File: src/hw/rtl/ray_capped_cylinder_hit_test_unit_defines.svh
// assertion macros for the rtl top module
`ifndef RAY_CAPPED_CYLINDER_HIT_TEST_UNIT_DEFINES_SVH
`define RAY_CAPPED_CYLINDER_HIT_TEST_UNIT_DEFINES_SVH

`ifndef SYNTHESIS
// checked only out of reset
`define RCC_ASSERT(lbl, clk, rstn, prop) \
  lbl: assert property (@(posedge clk) disable iff (!rstn) prop) \
    else $error("rcc assertion failed");
// checked at every edge, reset included
`define RCC_ASSERT_RST(lbl, clk, prop) \
  lbl: assert property (@(posedge clk) prop) \
    else $error("rcc reset assertion failed");
`else
`define RCC_ASSERT(lbl, clk, rstn, prop)
`define RCC_ASSERT_RST(lbl, clk, prop)
`endif

`endif

File: src/hw/rtl/rcc_pkg.sv
`default_nettype none

package rcc_pkg;

  localparam int unsigned FRAC_BITS_DEF = 16;
  localparam int unsigned PADDR_W       = 5;

  typedef enum logic [2:0] {
    REG_CENTER_X = 3'd0,
    REG_CENTER_Y = 3'd1,
    REG_BASE_Z   = 3'd2,
    REG_HEIGHT   = 3'd3,
    REG_RADIUS   = 3'd4
  } reg_idx_e;

  typedef logic signed [31:0] fix_t;

  typedef struct packed {
    fix_t origin_x;
    fix_t origin_y;
    fix_t origin_z;
    fix_t dir_x;
    fix_t dir_y;
    fix_t dir_z;
  } ray_t;

  typedef struct packed {
    logic hit;
  } hit_t;

  function automatic fix_t sat33(input logic signed [32:0] v);
    fix_t res;
    if (v[32] != v[31]) begin
      res = v[32] ? 32'sh80000000 : 32'sh7FFFFFFF;
    end else begin
      res = v[31:0];
    end
    return res;
  endfunction

  function automatic fix_t sat64(input logic signed [63:0] v);
    fix_t res;
    if (v > 64'sh000000007FFFFFFF) begin
      res = 32'sh7FFFFFFF;
    end else if (v < 64'shFFFFFFFF80000000) begin
      res = 32'sh80000000;
    end else begin
      res = v[31:0];
    end
    return res;
  endfunction

  function automatic fix_t fx_add(input fix_t a, input fix_t b);
    logic signed [32:0] s;
    s = 33'(a) + 33'(b);
    return sat33(s);
  endfunction

  function automatic fix_t fx_sub(input fix_t a, input fix_t b);
    logic signed [32:0] s;
    s = 33'(a) - 33'(b);
    return sat33(s);
  endfunction

endpackage

`default_nettype wire

File: src/hw/rtl/rcc_sqrt.sv
`default_nettype none

// pipelined integer square root of rad * 2^FRAC_BITS, one result bit per stage
module rcc_sqrt #(
  parameter int unsigned FRAC_BITS = rcc_pkg::FRAC_BITS_DEF,
  parameter int unsigned SB_W      = 1
) (
  input  wire logic              clk_i,
  input  wire logic              rst_ni,
  input  wire logic              en_i,
  input  wire logic              valid_i,
  input  wire logic [SB_W-1:0]   sb_i,
  input  wire rcc_pkg::fix_t     rad_i,
  output logic                   valid_o,
  output logic [SB_W-1:0]        sb_o,
  output rcc_pkg::fix_t          root_o
);

  localparam int unsigned NW = 31 + FRAC_BITS;
  localparam int unsigned RB = (NW + 1) / 2;
  localparam int unsigned PW = 2 * RB;

  typedef struct packed {
    logic [RB-1:0] rem;
    logic [RB-1:0] root;
    logic [PW-1:0] n;
  } st_t;

  st_t             st_q  [RB+1];
  st_t             st_d  [RB+1];
  logic [SB_W-1:0] sb_q  [RB+1];
  logic [RB:0]     valid_q;

  always_comb begin
    logic [RB+1:0] r;
    logic [RB+1:0] trial;
    logic          ge;
    // negative radicand never reaches a used root, treat as zero
    st_d[0].rem  = '0;
    st_d[0].root = '0;
    st_d[0].n    = rad_i[31] ? '0 : PW'({rad_i[30:0], {FRAC_BITS{1'b0}}});
    for (int k = 0; k < RB; k++) begin
      r     = {st_q[k].rem, st_q[k].n[PW-1 -: 2]};
      trial = {st_q[k].root, 2'b01};
      ge    = (r >= trial);
      st_d[k+1].rem  = ge ? RB'(r - trial) : r[RB-1:0];
      st_d[k+1].root = {st_q[k].root[RB-2:0], ge};
      st_d[k+1].n    = {st_q[k].n[PW-3:0], 2'b00};
    end
  end

  always_ff @(posedge clk_i or negedge rst_ni) begin
    if (!rst_ni) begin
      valid_q <= '0;
    end else if (en_i) begin
      valid_q <= {valid_q[RB-1:0], valid_i};
    end
  end

  always_ff @(posedge clk_i) begin
    if (en_i) begin
      st_q[0] <= st_d[0];
      sb_q[0] <= sb_i;
      for (int k = 1; k <= RB; k++) begin
        st_q[k] <= st_d[k];
        sb_q[k] <= sb_q[k-1];
      end
    end
  end

  assign valid_o = valid_q[RB];
  assign sb_o    = sb_q[RB];
  assign root_o  = 32'(st_q[RB].root);

endmodule

`default_nettype wire

File: config.mk
export PLATFORM = sky130hd
export DESIGN_NAME = rcc_sqrt
export DESIGN_NICKNAME = d
export VERILOG_FILES = /design/src/hw/rtl/ray_capped_cylinder_hit_test_unit_defines.svh /design/src/hw/rtl/rcc_pkg.sv /design/src/hw/rtl/rcc_sqrt.sv
export SDC_FILE = /design/constraint.sdc
export NUM_CORES = 2
export LEC_CHECK = 0
export BUFFER_PORTS_ARGS = -buffer_cell sky130_fd_sc_hd__buf_4
export CAP_MARGIN = 30
export CORE_ASPECT_RATIO = 0.7
export CORE_MARGIN = 5
export CORE_UTILIZATION = 64
export DETAILED_ROUTE_END_ITERATION = 8
export MAX_ROUTING_LAYER = met4
export PLACE_DENSITY = 0.81
export SLEW_MARGIN = 10
export SYNTH_ARGS = -nofsm -noshare
export SYNTH_HDL_FRONTEND = slang
export SYNTH_SLANG_ARGS = --single-unit
File: constraint.sdc
create_clock -name clk_i -period 3.7 [get_ports clk_i]
set_input_delay 0.555 -clock clk_i [delete_from_list [all_inputs] [get_ports clk_i]]
set_output_delay 0.555 -clock clk_i [all_outputs]
set_load 0.01 [all_outputs]
### Yosys cells after proc, flatten, opt, wreduce, memory -nomap -nowiden

Memory sizes are Yosys's and may differ from the RTL's.
Index checks and enable logic that the tools add are counted.

| word-level totals | value |
|---|---|
| output and inout bits | 34 |
| bits in writable memories | 2425 |
| bits of input ports | 37 |
| word-level logic and storage cells | 78 |
| bits in registers | 25 |
| memories | 2 |

Memories:

| memory | words | width | rd ports | clocked after memory_dff | wr ports | RTL line | RTL |
|---|---|---|---|---|---|---|---|
| st_q | 25 | 96 | 25 | 0 | 25 | rcc_sqrt.sv:29 | `st_t st_q [RB+1];` |
| sb_q | 25 | 1 | 25 | 0 | 25 | rcc_sqrt.sv:31 | `logic [SB_W-1:0] sb_q [RB+1];` |

| operators by class | value |
|---|---|
| muxes and demuxes | 27 |
| order comparisons | 24 |
| add/sub/neg operators | 24 |

Operators with widths:

| kind | count |
|---|---|
| >= comparator 26 bit | 24 |
| 2-to-1 mux 24 bit | 24 |
| subtractor 24 bit | 24 |
| 2-to-1 mux 47 bit | 1 |
| 2-to-1 mux 1 bit | 2 |

### Logic depth before layout (Yosys ltp)

An unclocked memory read counts as a cell.

| depth | value |
|---|---|
| depth after elaboration | 3 |
| gate-level depth with buffers | 14 |
| depth with buffers taken out | 13 |

### Least setup slack after synthesis

Ideal clock, no wire load.

| timing | value |
|---|---|
| kind | flip-flop to flip-flop |
| start point | mem st_q[1][648] (netlist name) |
| end point | mem st_q[1][746] (netlist name) (data pin) |
| data required time | 3.433 ns |
| cell stages (with the launch flop) | 12 |
| path buffers | 1 |
| slack | 0.440 ns |
| arrival time | 2.994 ns |
| period minus slack after synthesis | 3.260 ns |
| setup time | 0.267 ns |
| cell sequence | edfxtp_1 -> ha_1 -> inv_1 -> fa_1 -> nor2b_1 -> o31a_1 -> o41ai_1 -> a31oi_1 -> a21o_1 -> a31oi_1 -> clkbuf_1 -> o21ai_0 |

RTL lines:

| element | RTL line |
|---|---|
| from (decl) | rcc_sqrt.sv:29 |

==> out/results.ini <==
[run]
max_cap_violations = 0

[yosys]
yosys_most_used_dff = edfxtp_1
synth.most_common_cell = edfxtp_1
syn_inst = 4515
seq_area_frac_synth_pct = 60.6
synthDistinctLibCells = 88
synth_area_leader_cell = edfxtp_1
avgSynthCellArea_sq_um = 12.4
yosys.area.top_type_share_pct = 59.4
synth_common_cells = edfxtp_1, inv_1, ha_1
synth_warnings = 0
ys_ff_latch = 1129
synth-edff-count = 1104
syn_area_sq_mm = 0.0558
async_reset_ff_share_pct = 2.21
ys_top_cells_by_area = edfxtp_1, ha_1, xor2_1

[hold_path]
hold_start = valid_i
hold_path_class = in -> reg

[status]
status = complete, no violations

[timing]
finalSetupTns_ns = 0
hold_viol_final = 0
max_slew.worst_pin.slew_ns = 0.761
max_freq_ghz = 0.285
rsz0062_at_grt = false
maxSlewViolCount = 0
maxSlewHeadroom_pct = 48.7
fin_crit_ns = 3.51
fin_crit_sh_pct = 95.0
layout_setup_ws_ns = 0.185
fin_skew_ns = 0.0364
setup_viol = 0

[placed_design]
place_area_sq_mm = 0.0579
dpl.hpwl_um = 79700
place.gp.congestion = 0.916
pre_cts_slack_ns = 0.189
port_buffers = 62

[clocking]
clock_latency_ns = 0.71
clockBufferDepth = 3
cts_root_buf = clkbuf_16
cts.sinks = 1129
cts_buffers = 103
cts_tree = done
htreeDepth = 3
clk_pin_slew_worst_paths_ns = 0.06

[detailed_routing]
finalWirelength_um = 111000
route.detailed.drc = 0
wl_per_cell_um = 18.9
maxUsedRoutingLayer = met4
vias_per_cell = 5.98
num_vias = 35158
first_pass_iters = 8
ant_nets = 0
wl_met3_um = 7650
drt-initial-drc-count = 3382
wl_met2_um = 50200
wl_met1_um = 50800

[setup_path]
cp-end-kind = register
critPathLaunchType = register
arrival_ns = 3.97
worst-setup-path-type = reg -> reg
reg2reg_from = st_q[1][528]
required_ns = 4.15
startpoint = st_q[1][528]
crit_fanout = 4

[power_and_ir_drop]
leakage_uw = 0.0241
pwr-share-seq_pct = 49.0
power_density_mw_per_mm2 = 580
ir_drop_mv = 0.461
clkPwrFrac_pct = 30.0
comb_power_share_pct = 21.0
p_int_uw = 25500
swShare_pct = 28.4
power_switching_uw = 10100

[cells_and_area]
fin_area_sq_mm = 0.0614
fillers = 5824
fin_nets = 4994
n_antenna_cell = 0
areaGrowthSynthToFinish_pct = 10.0
final_core_util_pct = 71.1
drive_gt1_share_pct = 8.76

[die]
floorplan.rows = 90
dieArea_sq_mm = 0.0933
boundaryPins = 71
die_h_um = 257
initial_core_util_pct = 64.7
core-area_sq_mm = 0.0863
die_x_um = 363

[global_route]
grt_pass1_wl_um = 178000
grt_pass1_vias = 33394
grt.total_usage_pct = 24.3
antenna_found_initial = 0
grt-ovfl-total = 0
grt_max_degree = 102

[power by group through the flow]
| stage | Sequential (uW) | Combinational (uW) | Clock (uW) |
|---|---|---|---|
| 2_1_floorplan | 17100 | 5470 | 0 |
| 3_3_place_gp | 17600 | 7070 | 0 |
| 3_5_place_dp | 17600 | 7290 | 0 |
| 4_1_cts | 17400 | 7370 | 10900 |
| 5_1_grt | 17600 | 8310 | 11500 |
| 6_report | 17400 | 7480 | 10700 |
[layout by cell type (no fill, tap or decap), types with 18 or more instances in the layout]
master,Yosys,routed
buf_4,32,109
or2_2,35,35
a31oi_1,38,34
clkbuf_16,0,105
o21ai_0,242,242
ha_1,308,308
o21a_1,74,74
o21bai_1,29,28
inv_1,402,402
clkbuf_1,80,24
a21oi_1,242,242
nand2_1,290,290
clkinv_1,1,21
or4_1,28,28
nor2b_1,75,75
or3_1,44,44
nand4_1,36,36
nand2b_1,50,50
nor4_1,45,43
o31ai_1,34,34
dfrtp_1,25,25
and3_1,28,28
nor2_1,260,260
nor3_1,130,129
xor2_1,208,208
mux2_2,69,69
xnor2_1,165,165
nand3_1,69,69
a2111oi_0,18,18
edfxtp_1,1104,1104
o211ai_1,19,19
a211oi_1,35,34
a21o_1,97,97
[flip-flops by register name, summed over array words and instances, names as in the netlist]
register / cells
sb_q: 25
st_q: 1079
valid_q: 25
[stage by stage]
stage / power [uW] / hold slack [ns] / std cells
5_1_grt: 37300 / 0.0446 / 5876
4_1_cts: 35600 / 0.0370 / 5875
2_1_floorplan: 22600 / 0.259 / 4523
3_5_place_dp: 24900 / 0.405 / 5684
3_3_place_gp: 24700 / 0.400 / 5684
6_report: 35600 / 0.0861 / 5876
[layout make-up]
cell class                      count  area, sq um  area share [%]
Clock buffer                      134         2790            4.54
Clock inverter                     55          603           0.983
Inverter                          406         1530            2.49
Multi-Input combinational cell   2872        20000            32.6
Sequential cell                  1129        33800            55.0
Tap cell                         1150         1440            2.34
Timing Repair Buffer              130         1220            1.99
[critical path, stage by stage (launching register included)]
cell and delay (ns):
edfxtp_1 0.40, inv_1 0.08, ha_1 0.18, inv_1 0.06, fa_1 0.41, nor2b_1 0.17, o31a_1 0.19, o311a_1 0.34
a211oi_1 0.16, o211ai_1 0.50, nand2_1 0.18, inv_1 0.24, mux2_2 0.36
[repair_timing]
action / CTS / global route
gates resized for setup: 0 / 5
buffers inserted: 0 / 0
endpoints found under the setup margin: 0 / 16
hold endpoints to repair: 26 / 0
hold buffers: 2 / 0
[path summary, 6_finish.rpt]
kind	to	slack, ns	cells past startpoint
setup / recovery	st_q[1][667]	0.19	12
hold / removal	valid_q[0]	0.09	2
setup reg to reg	st_q[1][667]	0.19	12
hold reg to reg	st_q[0][1006]	0.42	0
max in group asynchronous	valid_q[6]	3.16	2
min in group asynchronous	valid_q[12]	0.29	2
[routing by layer]
layer  vias up  track usage, %
li1      16827               -
met1     16975            35.2
met2      1153            36.2
met3       203            4.66
met4         0            5.43
met5         -               -
[cell families (layout without fill, tap and decap cells)]
group	count (synthesis)	after routing	synth area share, %
AND/OR/NAND/NOR	1155	1155	10.4
flip-flops	1129	1129	60.6
AO/OA/AOI/OAI	935	935	10.6
buffers and inverters	522	725	3.76
XOR/XNOR	373	373	5.86
adder cells (fa/ha/maj)	315	315	7.16
multiplexers	85	85	1.68
other	1	9	0.00672
No activity file was read; power rests on OpenSTA's default activity.
